==> src/hdl/tle_pkg.sv <==
// Shared types and constants for the terminal line editor.
// Holds the request/result payload structs, action codes and key codes.
// No dependencies.
package tle_pkg;

    // Default line storage depth; the line holds one character less than this.
    localparam int LINE_CAPACITY_DEF = 64;

    // Request commands.
    localparam logic CMD_KEY  = 1'b0;
    localparam logic CMD_READ = 1'b1;

    // Result actions.
    localparam logic [2:0] ACT_ECHO    = 3'd0;
    localparam logic [2:0] ACT_ERASE   = 3'd1;
    localparam logic [2:0] ACT_BEEP    = 3'd2;
    localparam logic [2:0] ACT_NEWLINE = 3'd3;
    localparam logic [2:0] ACT_INTR    = 3'd4;
    localparam logic [2:0] ACT_READ    = 3'd5;

    // Key codes with a special meaning.
    localparam logic [7:0] KEY_CTRL_C = 8'h03;
    localparam logic [7:0] KEY_BS     = 8'h08;
    localparam logic [7:0] KEY_TAB    = 8'h09;
    localparam logic [7:0] KEY_LF     = 8'h0A;
    localparam logic [7:0] KEY_CR     = 8'h0D;
    localparam logic [7:0] KEY_ESC    = 8'h1B;
    localparam logic [7:0] KEY_SPACE  = 8'h20;
    localparam logic [7:0] KEY_DEL    = 8'h7F;

    typedef struct packed {
        logic       command;
        logic [7:0] key_byte;
        logic [5:0] read_index;
    } req_item_t;

    typedef struct packed {
        logic [2:0] action;
        logic [6:0] out_char;
        logic [5:0] erase_count;
        logic [5:0] line_length;
    } res_item_t;

    // Outcome of decoding one key byte.
    typedef struct packed {
        logic       emit;
        logic [2:0] action;
        logic [6:0] out_char;
        logic [5:0] erase_count;
        logic       wr_en;
        logic       after_return;
    } dec_t;

endpackage

==> src/hdl/tle_decode.sv <==
// Key byte decoder for the terminal line editor.
// Purely combinational: maps a key byte and the line state to an edit outcome.
// Depends on tle_pkg.
module tle_decode #(
    parameter int LINE_CAPACITY = tle_pkg::LINE_CAPACITY_DEF
) (
    input  logic [7:0]                       key_byte,
    input  logic                             after_return,
    input  logic [$clog2(LINE_CAPACITY)-1:0] count,
    output tle_pkg::dec_t                    dec,
    output logic [$clog2(LINE_CAPACITY)-1:0] count_next
);

    localparam int CW   = $clog2(LINE_CAPACITY);
    localparam int CMPW = (CW > 6) ? CW : 6;
    localparam logic [CW-1:0] COUNT_FULL = CW'(LINE_CAPACITY - 1);

    logic [7:0]      key_c;
    logic [CMPW-1:0] count_ext;

    assign count_ext = CMPW'(count);

    always_comb
    begin
        dec              = '0;
        dec.after_return = 1'b0;
        count_next       = count;
        // A carriage return is handled as a line feed from here on.
        key_c = (key_byte == tle_pkg::KEY_CR) ? tle_pkg::KEY_LF : key_byte;

        priority if (after_return && key_byte == tle_pkg::KEY_LF)
        begin
            // The line feed of a CR LF pair is swallowed without a result.
            dec.emit = 1'b0;
        end
        else
        begin
            dec.emit         = 1'b1;
            dec.after_return = (key_byte == tle_pkg::KEY_CR);
            priority if (key_c == tle_pkg::KEY_CTRL_C)
            begin
                dec.action = tle_pkg::ACT_INTR;
                count_next = '0;
            end
            else if (key_c == tle_pkg::KEY_ESC)
            begin
                if (count == '0)
                begin
                    dec.action = tle_pkg::ACT_BEEP;
                end
                else
                begin
                    dec.action      = tle_pkg::ACT_ERASE;
                    dec.erase_count = count_ext[5:0];
                    count_next      = '0;
                end
            end
            else if (key_c == tle_pkg::KEY_BS || key_c == tle_pkg::KEY_DEL)
            begin
                if (count == '0)
                begin
                    dec.action = tle_pkg::ACT_BEEP;
                end
                else
                begin
                    dec.action      = tle_pkg::ACT_ERASE;
                    dec.erase_count = 6'd1;
                    count_next      = count - CW'(1);
                end
            end
            else if (key_c == tle_pkg::KEY_LF)
            begin
                dec.action   = tle_pkg::ACT_NEWLINE;
                dec.out_char = tle_pkg::KEY_LF[6:0];
            end
            else
            begin
                if (key_c == tle_pkg::KEY_TAB)
                begin
                    key_c = tle_pkg::KEY_SPACE;
                end
                if (key_c < tle_pkg::KEY_SPACE || key_c >= tle_pkg::KEY_DEL)
                begin
                    dec.action = tle_pkg::ACT_BEEP;
                end
                else if (count >= COUNT_FULL)
                begin
                    dec.action = tle_pkg::ACT_BEEP;
                end
                else
                begin
                    dec.action   = tle_pkg::ACT_ECHO;
                    dec.out_char = key_c[6:0];
                    dec.wr_en    = 1'b1;
                    count_next   = count + CW'(1);
                end
            end
        end
    end

endmodule

==> src/hdl/terminal_line_editor_top.sv <==
// Terminal line editor top level: edits a command line from key bytes.
// A result passes through the middle stage and then the result register on its way to res.
// Throughput: one request per cycle; the request side stalls only while the
// result register is full and stalled and the middle stage is occupied.
// Reset clears the line length, the CR flag and all valid flags at once; the
// line storage is not cleared and needs no clearing pass.
// Depends on tle_pkg and tle_decode.
module terminal_line_editor_top #(
    parameter int LINE_CAPACITY = tle_pkg::LINE_CAPACITY_DEF
) (
    input  logic               clk,
    input  logic               rst_n,
    input  logic               req_valid,
    output logic               req_stall,
    input  tle_pkg::req_item_t req,
    output logic               res_valid,
    input  logic               res_stall,
    output tle_pkg::res_item_t res
);

    localparam int CW   = $clog2(LINE_CAPACITY);
    localparam int CMPW = (CW > 6) ? CW : 6;

    // Line length and the flag that marks a preceding carriage return. Both
    // change at the edge that accepts a key request, so the next request in
    // the following cycle already sees the updated line.
    logic [CW-1:0] count_reg, count_next;
    logic          ar_reg, ar_next;

    // Middle stage: the decoded result, waiting for the registered memory
    // read data when the request was a read.
    logic               s1_valid_reg, s1_valid_next;
    tle_pkg::res_item_t s1_item_reg, s1_item_next;
    logic               s1_is_read_reg, s1_is_read_next;
    logic               s1_in_range_reg, s1_in_range_next;

    // Result register.
    logic               res_valid_reg, res_valid_next;
    tle_pkg::res_item_t res_item_reg, res_item_next;

    // Line storage, written at the line end and read at the requested index.
    logic [6:0]    line_mem [LINE_CAPACITY];
    logic [6:0]    rdata_reg;
    logic [CW-1:0] rd_addr;

    logic            req_fire;
    logic            s1_move;
    logic            key_fire;
    logic [CMPW-1:0] idx_ext;
    logic [CMPW-1:0] count_ext;
    logic [CMPW-1:0] count_next_ext;

    tle_pkg::dec_t dec;
    logic [CW-1:0] dec_count_next;

    tle_decode #(
        .LINE_CAPACITY (LINE_CAPACITY)
    ) u_decode (
        .key_byte     (req.key_byte),
        .after_return (ar_reg),
        .count        (count_reg),
        .dec          (dec),
        .count_next   (dec_count_next)
    );

    // The middle stage moves on when the result register is empty or is
    // being emptied in this cycle; a request is taken when the middle stage
    // is empty or moving on.
    assign s1_move   = s1_valid_reg && (!res_valid_reg || !res_stall);
    assign req_stall = s1_valid_reg && !s1_move;
    assign req_fire  = req_valid && !req_stall;
    assign key_fire  = req_fire && (req.command == tle_pkg::CMD_KEY);

    assign idx_ext        = CMPW'(req.read_index);
    assign count_ext      = CMPW'(count_reg);
    assign count_next_ext = CMPW'(dec_count_next);
    assign rd_addr        = idx_ext[CW-1:0];

    always_comb
    begin
        count_next = count_reg;
        ar_next    = ar_reg;
        if (key_fire)
        begin
            count_next = dec_count_next;
            ar_next    = dec.after_return;
        end
    end

    always_comb
    begin
        s1_valid_next    = s1_valid_reg;
        s1_item_next     = s1_item_reg;
        s1_is_read_next  = s1_is_read_reg;
        s1_in_range_next = s1_in_range_reg;
        if (req_fire)
        begin
            if (req.command == tle_pkg::CMD_READ)
            begin
                // Indexes at or past the line end read as zero.
                s1_valid_next            = 1'b1;
                s1_is_read_next          = 1'b1;
                s1_in_range_next         = (idx_ext < count_ext);
                s1_item_next.action      = tle_pkg::ACT_READ;
                s1_item_next.out_char    = '0;
                s1_item_next.erase_count = '0;
                s1_item_next.line_length = count_ext[5:0];
            end
            else
            begin
                s1_valid_next            = dec.emit;
                s1_is_read_next          = 1'b0;
                s1_in_range_next         = 1'b0;
                s1_item_next.action      = dec.action;
                s1_item_next.out_char    = dec.out_char;
                s1_item_next.erase_count = dec.erase_count;
                s1_item_next.line_length = count_next_ext[5:0];
            end
        end
        else if (s1_move)
        begin
            s1_valid_next = 1'b0;
        end
    end

    always_comb
    begin
        res_valid_next = res_valid_reg;
        res_item_next  = res_item_reg;
        if (s1_move)
        begin
            res_valid_next = 1'b1;
            res_item_next  = s1_item_reg;
            if (s1_is_read_reg)
            begin
                res_item_next.out_char = s1_in_range_reg ? rdata_reg : 7'd0;
            end
        end
        else if (res_valid_reg && !res_stall)
        begin
            res_valid_next = 1'b0;
        end
    end

    always_ff @(posedge clk or negedge rst_n)
    begin
        if (!rst_n)
        begin
            count_reg     <= '0;
            ar_reg        <= 1'b0;
            s1_valid_reg  <= 1'b0;
            res_valid_reg <= 1'b0;
        end
        else
        begin
            count_reg     <= count_next;
            ar_reg        <= ar_next;
            s1_valid_reg  <= s1_valid_next;
            res_valid_reg <= res_valid_next;
        end
    end

    always_ff @(posedge clk)
    begin
        s1_item_reg     <= s1_item_next;
        s1_is_read_reg  <= s1_is_read_next;
        s1_in_range_reg <= s1_in_range_next;
        res_item_reg    <= res_item_next;
    end

    // The read data is captured only when a request is taken, so it holds
    // while the middle stage waits on a stalled result.
    always_ff @(posedge clk)
    begin
        if (key_fire && dec.wr_en)
        begin
            line_mem[count_reg] <= dec.out_char;
        end
        if (req_fire)
        begin
            rdata_reg <= line_mem[rd_addr];
        end
    end

    assign res_valid = res_valid_reg;
    assign res       = res_item_reg;

`ifndef NO_ASSERTIONS
    // The middle stage never overwrites a result that is still stalled.
    a_no_overrun: assert property (@(posedge clk) disable iff (!rst_n)
        (res_valid_reg && res_stall) |-> !s1_move)
        else $error("middle stage moved into a stalled result register");

    // An erase result always erases at least one character.
    a_erase_nonzero: assert property (@(posedge clk) disable iff (!rst_n)
        (res_valid && res.action == tle_pkg::ACT_ERASE) |-> (res.erase_count != 6'd0))
        else $error("erase result with zero erase count");

    // A read past the line end delivers zero.
    a_read_past_end: assert property (@(posedge clk) disable iff (!rst_n)
        (s1_move && s1_is_read_reg && !s1_in_range_reg) |=> (res.out_char == 7'd0))
        else $error("read past line end returned nonzero data");

    // A swallowed line feed leaves the line length unchanged.
    a_lf_swallow: assert property (@(posedge clk) disable iff (!rst_n)
        (key_fire && ar_reg && req.key_byte == tle_pkg::KEY_LF) |=>
            (count_reg == $past(count_reg) && !ar_reg))
        else $error("swallowed line feed changed the line state");
`endif

endmodule
==> config.mk <==
export PLATFORM = sky130hd
export DESIGN_NAME = terminal_line_editor_top
export DESIGN_NICKNAME = d
export VERILOG_FILES = /design/src/hdl/tle_pkg.sv /design/src/hdl/tle_decode.sv /design/src/hdl/terminal_line_editor_top.sv
export SDC_FILE = /design/constraint.sdc
export NUM_CORES = 1
export LEC_CHECK = 0
export BUFFER_PORTS_ARGS = -buffer_cell sky130_fd_sc_hd__buf_2
export CORE_MARGIN = 4
export CORE_UTILIZATION = 62
export CTS_CLUSTER_DIAMETER = 150
export DETAILED_ROUTE_END_ITERATION = 8
export PLACE_DENSITY_LB_ADDON = 0.08
export SYNTH_ARGS = -nofsm -noshare
export SYNTH_HDL_FRONTEND = slang
export SYNTH_SLANG_ARGS = --single-unit
==> constraint.sdc <==
create_clock -name clk -period 4.5 [get_ports clk]
set_input_delay 0.225 -clock clk [delete_from_list [all_inputs] [get_ports clk]]
set_output_delay 0.225 -clock clk [all_outputs]
set_load 0.03 [all_outputs]
==> qor.yml, run 1 <==
post-route-period-util_pct: 76.38
grt_use_total_pct: 24.98
n_antenna_cell: 0
outcome: "completed"
number_of_global_route_vias_before_repair: 10376
synth_simple_gate_area_share_pct: 4.527
drtIter0Drc: 1346
route.detailed.vias_per_inst: 6.561
placement.cell_area_um2: 20960
warning_count_from_the_yosys_run: 0
synth_cells: 1045
postRouteWirelength_mm: 43.59
grt_first_pass_wirelength_mm: 66.45
floorplan.core_area_um2: 31800
initial_core_util_pct: 63.36
tritoncts.num_buffers: 49
clock_sinks: 510
syn-num-nets: 1073
dpl.hpwl_mm: 26.22
worst_r2r_startpoint: "count_ext[0]"
crit_start: "count_ext[0]"
main_combinational_cell_family_by_area_after_synthesis: "multiplexers"
wl_per_cell_um: 27.42
largest_net_degree_at_the_start_of_global_routing: 65
fin_crit_ns: 3.437
complex_gate_fraction_of_the_synthesized_area_pct: 5.086
vias: 10432
finish.net_count: 1143
total_leakage_power_nw: 7.308
flip_flop_count_of_the_largest_register_after_layout: 448
final_hold_violations: 0
setup_tns_ns: 0
timing_worst_slew_pin_value_ns: 1.224
grt_setup_unrepaired: "no"
skew_ns: 0.01973
final_critical_path_setup_slack_ns: 1.063
syn_area_per_cell_um2: 19.28
clock_insertion_delay_worst_skew_ns: 0.57
clk_path_buf_depth: 3
die_h_um: 188.3
area_enclosed_by_the_die_boundary_um2: 35450
antenna_found_initial: 0
synth-seq-cells: 510
vdd_drop_max_mv: 0.3740
min_path_type: "in2async"
cp-end-kind: "register"
postLayoutCellArea_um2: 22660
clock_tree.root_cell: "clkbuf_16"
maxSlewHeadroom_pct: 17.90
startpoint_type: "register"
yosys.area_share.xor_xnor_pct: 0
synth.top_cell.area_share_pct: 74.67
cts_resized: 0
worst_slack_on_hold_paths_ns: 0.05240
synth-seq-area-share_pct: 75.79
timing.setup.critical_path_class: "reg2reg"
cp_max_fo: 12
dp_worst_setup_slack_ns: 0.8296
htree_levels: 2
synth_fa_ha_area_share_pct: 0.5589
floorplan.rows: 65
muxShareOfSynthArea_pct: 12.73
drc_errors: 0
timing.critical_path.required_ns: 4.69
power-per-cell-area_nw_per_um2: 459.8
maxSlewViolCount: 0
areaGrowthSynthToFinish_pct: 12.46
total_global_routing_overflow: 0
post_synthesis_cell_type_with_the_largest_combined_area: "edfxtp_1"
cts_tree: "yes"
ys_top_cells_by_area: "edfxtp_1 (75%), mux4_2 (13%), a22oi_1 (2.1%), nor2_1 (1.5%), dfrtp_1 (1.1%)"
share_of_synthesized_flip_flops_with_an_asynchronous_set_or_reset_pct: 1.765
final.fill_count: 1934
synth-edff-count: 501
antenna_violating_nets_left: 0
reg2reg_setup_slack_ns: 1.06
syn-cell-area_um2: 20150
worst-endpoint-arrival_ns: 3.63
synthDistinctLibCells: 52
drv_cap: 0
setup-violations-final: 0
layout-drive-gt1-share_pct: 23.98
path_clk_slew_ns: 0.06
port-buffer-count: 42
worstRegToRegCells: 6
firstDrtPassIters: 5
gpl.final_weighted_congestion: 0.9003
die_width_um: 188.3
ioPinCount: 43
max_clock_freq_mhz: 291.0
synth_top_flop_cell: "edfxtp_1"
[layout by cell type (no fill, tap or decap), drive strengths merged, types with 21 or more instances in the layout]
cell    synthesis  layout
edfxtp        501     501
mux4          112     112
nor2           83      83
buf            19      62
clkbuf         27      59
a22oi          57      57
a21oi          39      39
nand2          34      34
o21ai          27      27
inv            19      22
nand3          21      21
[where the power goes]
part / switching [mW] / internal [mW] / leakage, nW
logic: 0.567 / 0.269 / 1.76
registers: 0.0744 / 5.32 / 4.74
clock network: 1.75 / 2.44 / 0.806
[Yosys cell counts, types with 3 or more instances]
library cell / n
inv_1: 19
nor3_1: 14
nand2b_1: 5
and3_1: 7
a22o_1: 3
nand2_1: 34
nor2_1: 83
or4_1: 7
nand3_1: 21
o21ai_0: 25
a21o_1: 4
buf_1: 6
ha_1: 9
edfxtp_1: 501
nor2b_1: 4
clkbuf_1: 27
buf_2: 13
and2_1: 3
a21oi_1: 38
or2_2: 3
mux4_2: 112
a22oi_1: 57
dfrtp_1: 9
[path summary, 6_finish.rpt]
check / to
max in group asynchronous: ar_reg
min in group clk: s1_is_read_reg
setup reg to reg: line_mem[2][0]
hold reg to reg: res[8]
hold / removal: count_ext[2]
setup / recovery: line_mem[2][0]
[critical path: stages, from the launching register on]
cell,delay (ns)
dfrtp_1,0.50
ha_1,0.30
nand2_1,0.19
o211ai_2,0.34
nor3_2,0.35
nand3_1,0.65
nor2_1,0.75
[metal layers]
metal	vias up	share of wire (%)	routed length, um	GRT usage, %
met5	-	0	0	0
met3	85	9.0	3936	4.446
li1	4425	-	-	-
met1	5365	42	18240	38.69
met4	0	3.1	1351	7.510
met2	557	46	20070	37.44
[per-stage QoR]
step	total power, mW	instances	utilization (%)
floorplan	6.028	1045	-
global placement	6.310	1496	65.91
detailed placement	6.320	1496	65.91
CTS	10.45	1590	71.25
global route	10.76	1590	71.25
finish	10.42	1590	71.25
[repair_timing]
| item | in CTS | in global routing |
|---|---|---|
| hold buffers | 3 | 0 |
| endpoints found under the hold margin | 11 | 0 |
| buffers inserted | 0 | 0 |
| setup endpoints to repair | 0 | 0 |
[area by class of cell]
class	instances	area, um2	area share (%)
timing repair buffer	65	424.2	1.872
clock buffer	59	1305	5.760
tap	435	544.3	2.402
multi-input combinational	469	4676	20.64
clock inverter	32	364.1	1.607
sequential	510	15270	67.39
inverter	20	75.07	0.3313
[logic make-up (layout without fill, tap and decap cells)]
logic type      Yosys count  count (layout)
compound gates          150             150
fa+ha+maj                 9               9
buf+inv                  66             176
flops                   510             510
mux                     116             116
simple gates            194             194
No activity file was read; power rests on OpenSTA's default activity.
==> run 2: changes to the inputs <==
Clock period 4.5 ns to 3.2 ns, I/O delays scaled along.
==> run 2 against run 1 <==
Against the previous run:
- clock skew is 0.00074 ns lower
- die area stayed put
- critical path type is now in2reg
- design area is 3.6% higher
- register-to-register slack worse by 0.43 ns
- via count is 3.1% higher
- clock-buffer cell count is 3 lower
- highest routed layer is now met5
==> qor.yml, run 2 (synthesis results as in run 1) <==
antenna_violating_nets_left: 0  # unchanged
initial_core_util_pct: 63.36  # unchanged
vdd_drop_max_mv: 0.4869  # was 0.3740 mV
area_enclosed_by_the_die_boundary_um2: 35450  # unchanged
vias: 10758  # was 10432
post-layout-total-power_mw: 14.56  # was 10.42 mW
cp_top_family: "buffers and inverters"  # was simple AND/OR/NAND/NOR gates
min_path_type: "in2reg"  # was in2async
power-per-cell-area_nw_per_um2: 620.6  # was 459.8 nW/um2
path_clk_slew_ns: 0.06  # about the same
layout-drive-gt1-share_pct: 29.47  # was 23.98%
clock_tree.root_cell: "clkbuf_16"  # unchanged
drv_cap: 0  # unchanged
final.fill_count: 1838  # was 1934
grt_use_total_pct: 25.75  # was 24.98%
cts_tree: "yes"  # unchanged
cp_max_fo: 11  # was 12
cts_resized: 0  # unchanged
tritoncts.num_buffers: 49  # unchanged
number_of_global_route_vias_before_repair: 10852  # was 10376
outcome: "completed"  # unchanged
layout_commonest_cell: "edfxtp_1"  # unchanged
dpl.hpwl_mm: 27.82  # was 26.22 mm
finish.net_count: 1243  # was 1143
total_leakage_power_nw: 7.842  # was 7.308 nW
htree_levels: 2  # unchanged
max_stage_delay_ns: 0.55  # was 0.75 ns
drc_errors: 0  # unchanged
antenna_found_initial: 2  # was 0
max_clock_freq_mhz: 350.8
final_cells: 1687  # was 1590
maxSlewHeadroom_pct: 22.84  # was 17.90%
postLayoutCellArea_um2: 23460  # was 22660 um2
mostFrequentLayoutCells: "edfxtp_1 (501), mux4_2 (112), buf_4 (105)"  # was edfxtp_1 (501), mux4_2 (112), nor2_1 (79)
grt_setup_unrepaired: "no"  # unchanged
route.detailed.vias_per_inst: 6.377  # was 6.561
numPlacedInstances: 1591  # was 1496
floorplan.rows: 65  # unchanged
dp_worst_setup_slack_ns: 0.3568  # was 0.8296 ns
floorplan.core_area_um2: 31800  # unchanged
clock_sinks: 510  # unchanged
clk_path_buf_depth: 3  # unchanged
final_critical_path_setup_slack_ns: 0.3490  # was 1.063 ns
timing.critical_path.required_ns: 3.46  # was 4.69 ns
flip_flop_count_of_the_largest_register_after_layout: 448  # unchanged
timing.critical_path.slowest_stage_cell: "or4b_4"  # was nor2_1
groute.layer.met1.usage_pct: 39.75  # was 38.69%
grt_first_pass_wirelength_mm: 68.67  # was 66.45 mm
largest_net_degree_at_the_start_of_global_routing: 69  # was 65
maxSlewViolCount: 0  # unchanged
wl_per_cell_um: 26.43  # was 27.42 um
cell_repeated_most_along_the_worst_path: "buf_4"
die_width_um: 188.3  # unchanged
skew_ns: 0.01899  # was 0.01973 ns
startpoint_type: "input pin"  # was register
ioPinCount: 43  # unchanged
die_h_um: 188.3  # unchanged
areaGrowthSynthToFinish_pct: 16.45  # was 12.46%
n_antenna_cell: 0  # unchanged
port-buffer-count: 42  # unchanged
post-route-period-util_pct: 89.09
clock_insertion_delay_worst_skew_ns: 0.56  # was 0.57 ns
postRouteWirelength_mm: 44.58  # was 43.59 mm
cp-end-kind: "register"  # unchanged
total_global_routing_overflow: 0  # unchanged
crit_path_cell_trace: "dlygate4sd3_1 > buf_2 > or4b_4 > o32ai_4 > o211ai_2 > buf_4 > nor3_2 > nand3_1 > buf_4 > nor2_1 > buf_4"  # was ha_1 > nand2_1 > o211ai_2 > nor3_2 > nand3_1 > nor2_1
firstDrtPassIters: 8  # was 5
drtIter0Drc: 1334  # was 1346
timing.setup.critical_path_class: "in2reg"  # was reg2reg
gpl.final_weighted_congestion: 0.8846  # was 0.9003
reg2reg_setup_slack_ns: 0.63  # was 1.06 ns
setup_tns_ns: 0  # unchanged
placement.cell_area_um2: 21780  # was 20960 um2
setup-violations-final: 0  # unchanged
timing_worst_slew_pin_value_ns: 1.151  # was 1.224 ns
grtUsageMet3_pct: 5.354  # was 4.446%
fin_crit_ns: 2.851
critPathBufInv: 5  # was 0
final_hold_violations: 0  # unchanged
worst-endpoint-arrival_ns: 3.11  # was 3.63 ns
grt_util_met2_pct: 38.38  # was 37.44%
grt_busiest_layer: "met1"  # unchanged
-- run 2: final cells by class --
cell class	count	area [um2]	area share, %
Clock inverter	32	326.6	1.392
Multi-Input combinational cell	469	4673	19.92
Tap cell	435	544.3	2.320
Inverter	20	75.07	0.3200
Clock buffer	56	1274	5.429
Sequential cell	510	15270	65.08
Timing Repair Buffer	165	1300	5.541
-- run 2: path summary, 6_finish.rpt --
path                                start              end  cells past startpoint
max in group asynchronous           rst_n     count_ext[4]                      4
min reg2reg                s1_item_reg[7]           res[7]                      0
max                               req[10]  line_mem[34][3]                     11
min in group asynchronous           rst_n     count_ext[0]                      3
min                               req[11]  s1_item_reg[17]                      3
max reg2reg                  count_ext[1]  line_mem[34][3]                      9
-- run 2: tightest hold or removal path: cells and delay by family --
family / cells / cell delay, ns
buffers and inverters: 1 / 0.12
and+or+nand+nor: 1 / 0.14
AOI/OAI and AO/OA: 1 / 0.08
-- run 2: routing by layer --
metal  up-vias  share of wire, %
li1       4637                 -
met1      5507                43
met2       532                46
met3        80               8.3
met4         2               2.7
met5         -             0.038
-- run 2: metrics by stage --
stage | utilization, % | hold WS [ns]
floorplan | - | -0.1356
global placement | 68.50 | 0.03024
detailed placement | 68.50 | 0.03714
CTS | 73.78 | 0.08192
global route | 73.78 | 0.1096
finish | 73.78 | 0.09635
-- run 2: power by group --
part / switching (mW) / internal, mW / leakage [nW]
clock network: 2.37 / 3.35 / 0.787
logic: 0.843 / 0.439 / 2.32
registers: 0.0792 / 7.48 / 4.74
total: 3.30 / 11.3 / 7.84
-- run 2: repair_timing --
action,in CTS,in global routing
setup endpoints to repair,0,0
endpoints found under the hold margin,14,0
hold buffers,8,0
buffers inserted,0,0
==> run 3: changes to the inputs <==
Settings changed: CORE_UTILIZATION 62 to 65, RECOVER_POWER from default to 25.
Clock period 3.2 ns to 3.49 ns, I/O delays scaled along.
==> run 3 against run 2 <==
Against the previous run:
- the flow now finishes with violations (max-capacitance violations, max-slew violations)
- clock power shrank 7.3%
- sequential share of layout area increased by 1.0 points
- critical path depth shrank 6
- global-route usage increased by 0.58 points
- first-iteration DRC count rose by 0.15%
- power is 8.4% lower
- die area fell by 4.4%
==> qor.yml, run 3 (synthesis results as in run 1) <==
postRouteWirelength_mm: 43.33  # was 44.58 mm
floorplan.rows: 64  # was 65
cts.hold.buffers_added: 4  # was 8
drv_cap: 1  # was 0
finish.net_count: 1213  # was 1243
hold_path_end: "s1_item_reg[16]"  # was s1_item_reg[17]
die_width_um: 184.1  # was 188.3 um
rr_endpoint: "line_mem[3][6]"  # was line_mem[34][3]
vdd_drop_max_mv: 0.4841  # was 0.4869 mV
timing.critical_path.slowest_stage_cell: "clkbuf_2"  # was or4b_4
htree_levels: 2  # unchanged
timing.setup.critical_path_class: "reg2reg"  # was in2reg
final_critical_path_setup_slack_ns: 0.4554  # was 0.3490 ns
reg2reg_setup_slack_ns: 0.46  # was 0.63 ns
wl_per_cell_um: 26.68  # was 26.43 um
vias: 10682  # was 10758
area_enclosed_by_the_die_boundary_um2: 33880  # was 35450 um2
crit_start: "count_ext[0]"  # was req[10]
path_clk_slew_ns: 0.06  # about the same
dp_worst_setup_slack_ns: 0.4792  # was 0.3568 ns
number_of_global_route_vias_before_repair: 10654  # was 10852
maxSlewHeadroom_pct: -37.99  # was 22.84%
worst-endpoint-arrival_ns: 3.17  # was 3.11 ns
cts_resized: 0  # unchanged
route.detailed.vias_per_inst: 6.578  # was 6.377
largest_net_degree_at_the_start_of_global_routing: 65  # was 69
die_h_um: 184.1  # was 188.3 um
initial_core_util_pct: 65.87  # was 63.36%
setup-violations-final: 0  # unchanged
cp-end-kind: "register"  # unchanged
mostFrequentLayoutCells: "edfxtp_1 (501), mux4_2 (112), nor2_1 (79)"  # was edfxtp_1 (501), mux4_2 (112), buf_4 (105)
tritoncts.num_buffers: 49  # unchanged
utilization_pct: 75.53  # was 73.78%
flip_flop_count_of_the_largest_register_after_layout: 448  # unchanged
antenna_found_initial: 3  # was 2
total_global_routing_overflow: 0  # unchanged
startpoint_type: "register"  # was input pin
holdCritStartpoint: "req[10]"  # was req[11]
cts_tree: "yes"  # unchanged
port-buffer-count: 42  # unchanged
firstDrtPassIters: 6  # was 8
floorplan.core_area_um2: 30590  # was 31800 um2
worstRegToRegCells: 5  # was 9
dpl.hpwl_mm: 27.03  # was 27.82 mm
post-route-period-util_pct: 86.95
failed_checks: "max-capacitance violations, max-slew violations"
min_path_cells: 2  # was 3
maxSlewViolCount: 23  # was 0
outcome: "finished with violations"  # was completed
layout_commonest_cell: "edfxtp_1"  # unchanged
timing_worst_slew_pin_value_ns: 2.066  # was 1.151 ns
cp_max_fo: 64  # was 11
ioPinCount: 43  # unchanged
grt_first_pass_wirelength_mm: 66.32  # was 68.67 mm
clock_tree.root_cell: "clkbuf_16"  # unchanged
areaGrowthSynthToFinish_pct: 14.67  # was 16.45%
total_leakage_power_nw: 7.592  # was 7.842 nW
layout-drive-gt1-share_pct: 25.04  # was 29.47%
crit_path_cell_trace: "ha_1 > nand2_1 > o21a_1 > and2_2 > clkbuf_2"  # was dlygate4sd3_1 > buf_2 > or4b_4 > o32ai_4 > o211ai_2 > buf_4 > nor3_2 > nand3_1 > buf_4 > nor2_1 > buf_4
timing.critical_path.required_ns: 3.63  # was 3.46 ns
drc_errors: 0  # unchanged
antenna_violating_nets_left: 0  # unchanged
clock_insertion_delay_worst_skew_ns: 0.55  # was 0.56 ns
setup_tns_ns: 0  # unchanged
final.fill_count: 1769  # was 1838
grt_setup_unrepaired: "no"  # unchanged
clk_path_buf_depth: 3  # unchanged
cts_setup_buffers: 0  # unchanged
power-per-cell-area_nw_per_um2: 577.0  # was 620.6 nW/um2
gpl.final_weighted_congestion: 0.9171  # was 0.8846
max_stage_delay_ns: 1.05  # was 0.55 ns
max_clock_freq_mhz: 329.5
min_path_type: "in2reg"  # unchanged
grt_use_total_pct: 26.33  # was 25.75%
clock_sinks: 510  # unchanged
fin_crit_ns: 3.035
drtIter0Drc: 1336  # was 1334
final_hold_violations: 0  # unchanged
worst_r2r_startpoint: "count_ext[0]"  # was count_ext[1]
skew_ns: 0.01759  # was 0.01899 ns
-- run 3: per-stage QoR --
stage          hold WS (ns)  power, mW  instances  area, um2
2_1_floorplan       -0.1211      7.772       1045      20160
3_3_place_gp        0.04594      8.129       1526      21520
3_5_place_dp        0.04983      8.153       1526      21520
4_1_cts           0.0008181      13.39       1622      23190
5_1_grt             0.02561      13.80       1624      23100
6_report            0.03178      13.33       1624      23100
-- run 3: critical path: cells and delay by family, from the launching register on --
kind	cells	cell delay (ns)
AO/OA/AOI/OAI	1	0.36
flip-flops	1	0.51
adder cells (fa/ha/maj)	1	0.30
buffers and inverters	1	1.05
AND/OR/NAND/NOR	2	0.35
-- run 3: final cells by class --
cell class                      instances  area [um2]  share of cell area, %
Antenna cell                            2       5.005                0.02166
Clock buffer                           64        1335                  5.779
Clock inverter                         28       292.8                  1.267
Inverter                               20       75.07                 0.3249
Multi-Input combinational cell        469        4666                  20.19
Sequential cell                       510       15270                  66.09
Tap cell                              396       495.5                  2.145
Timing Repair Buffer                  135       964.7                  4.175
-- run 3: layer usage --
layer | routed length, um | track usage [%] | part of all wire, %
met1 | 17310 | 39.03 | 40
met3 | 4024 | 4.867 | 9.3
met2 | 21010 | 42.10 | 48
met5 | 0 | 0 | 0
met4 | 982 | 6.389 | 2.3
-- run 3: power breakdown --
part	total, mW	switching [mW]	internal (mW)
clock network	5.30	2.16	3.14
logic	1.06	0.709	0.355
registers	6.96	0.0993	6.86
total	13.3	2.97	10.4
-- run 3: how the worst max path moves through the flow --
stage | cells past startpoint | slack [ns] | endpoint
2_1_floorplan | 5 | 0.10 | line_mem[0][5]
3_3_place_gp | 7 | 0.60 | line_mem[47][5]
3_5_place_dp | 7 | 0.48 | line_mem[47][0]
6_report | 5 | 0.46 | line_mem[3][6]
5_1_grt | 5 | 0.31 | line_mem[2][6]
4_1_cts | 4 | 0.79 | line_mem[39][4]
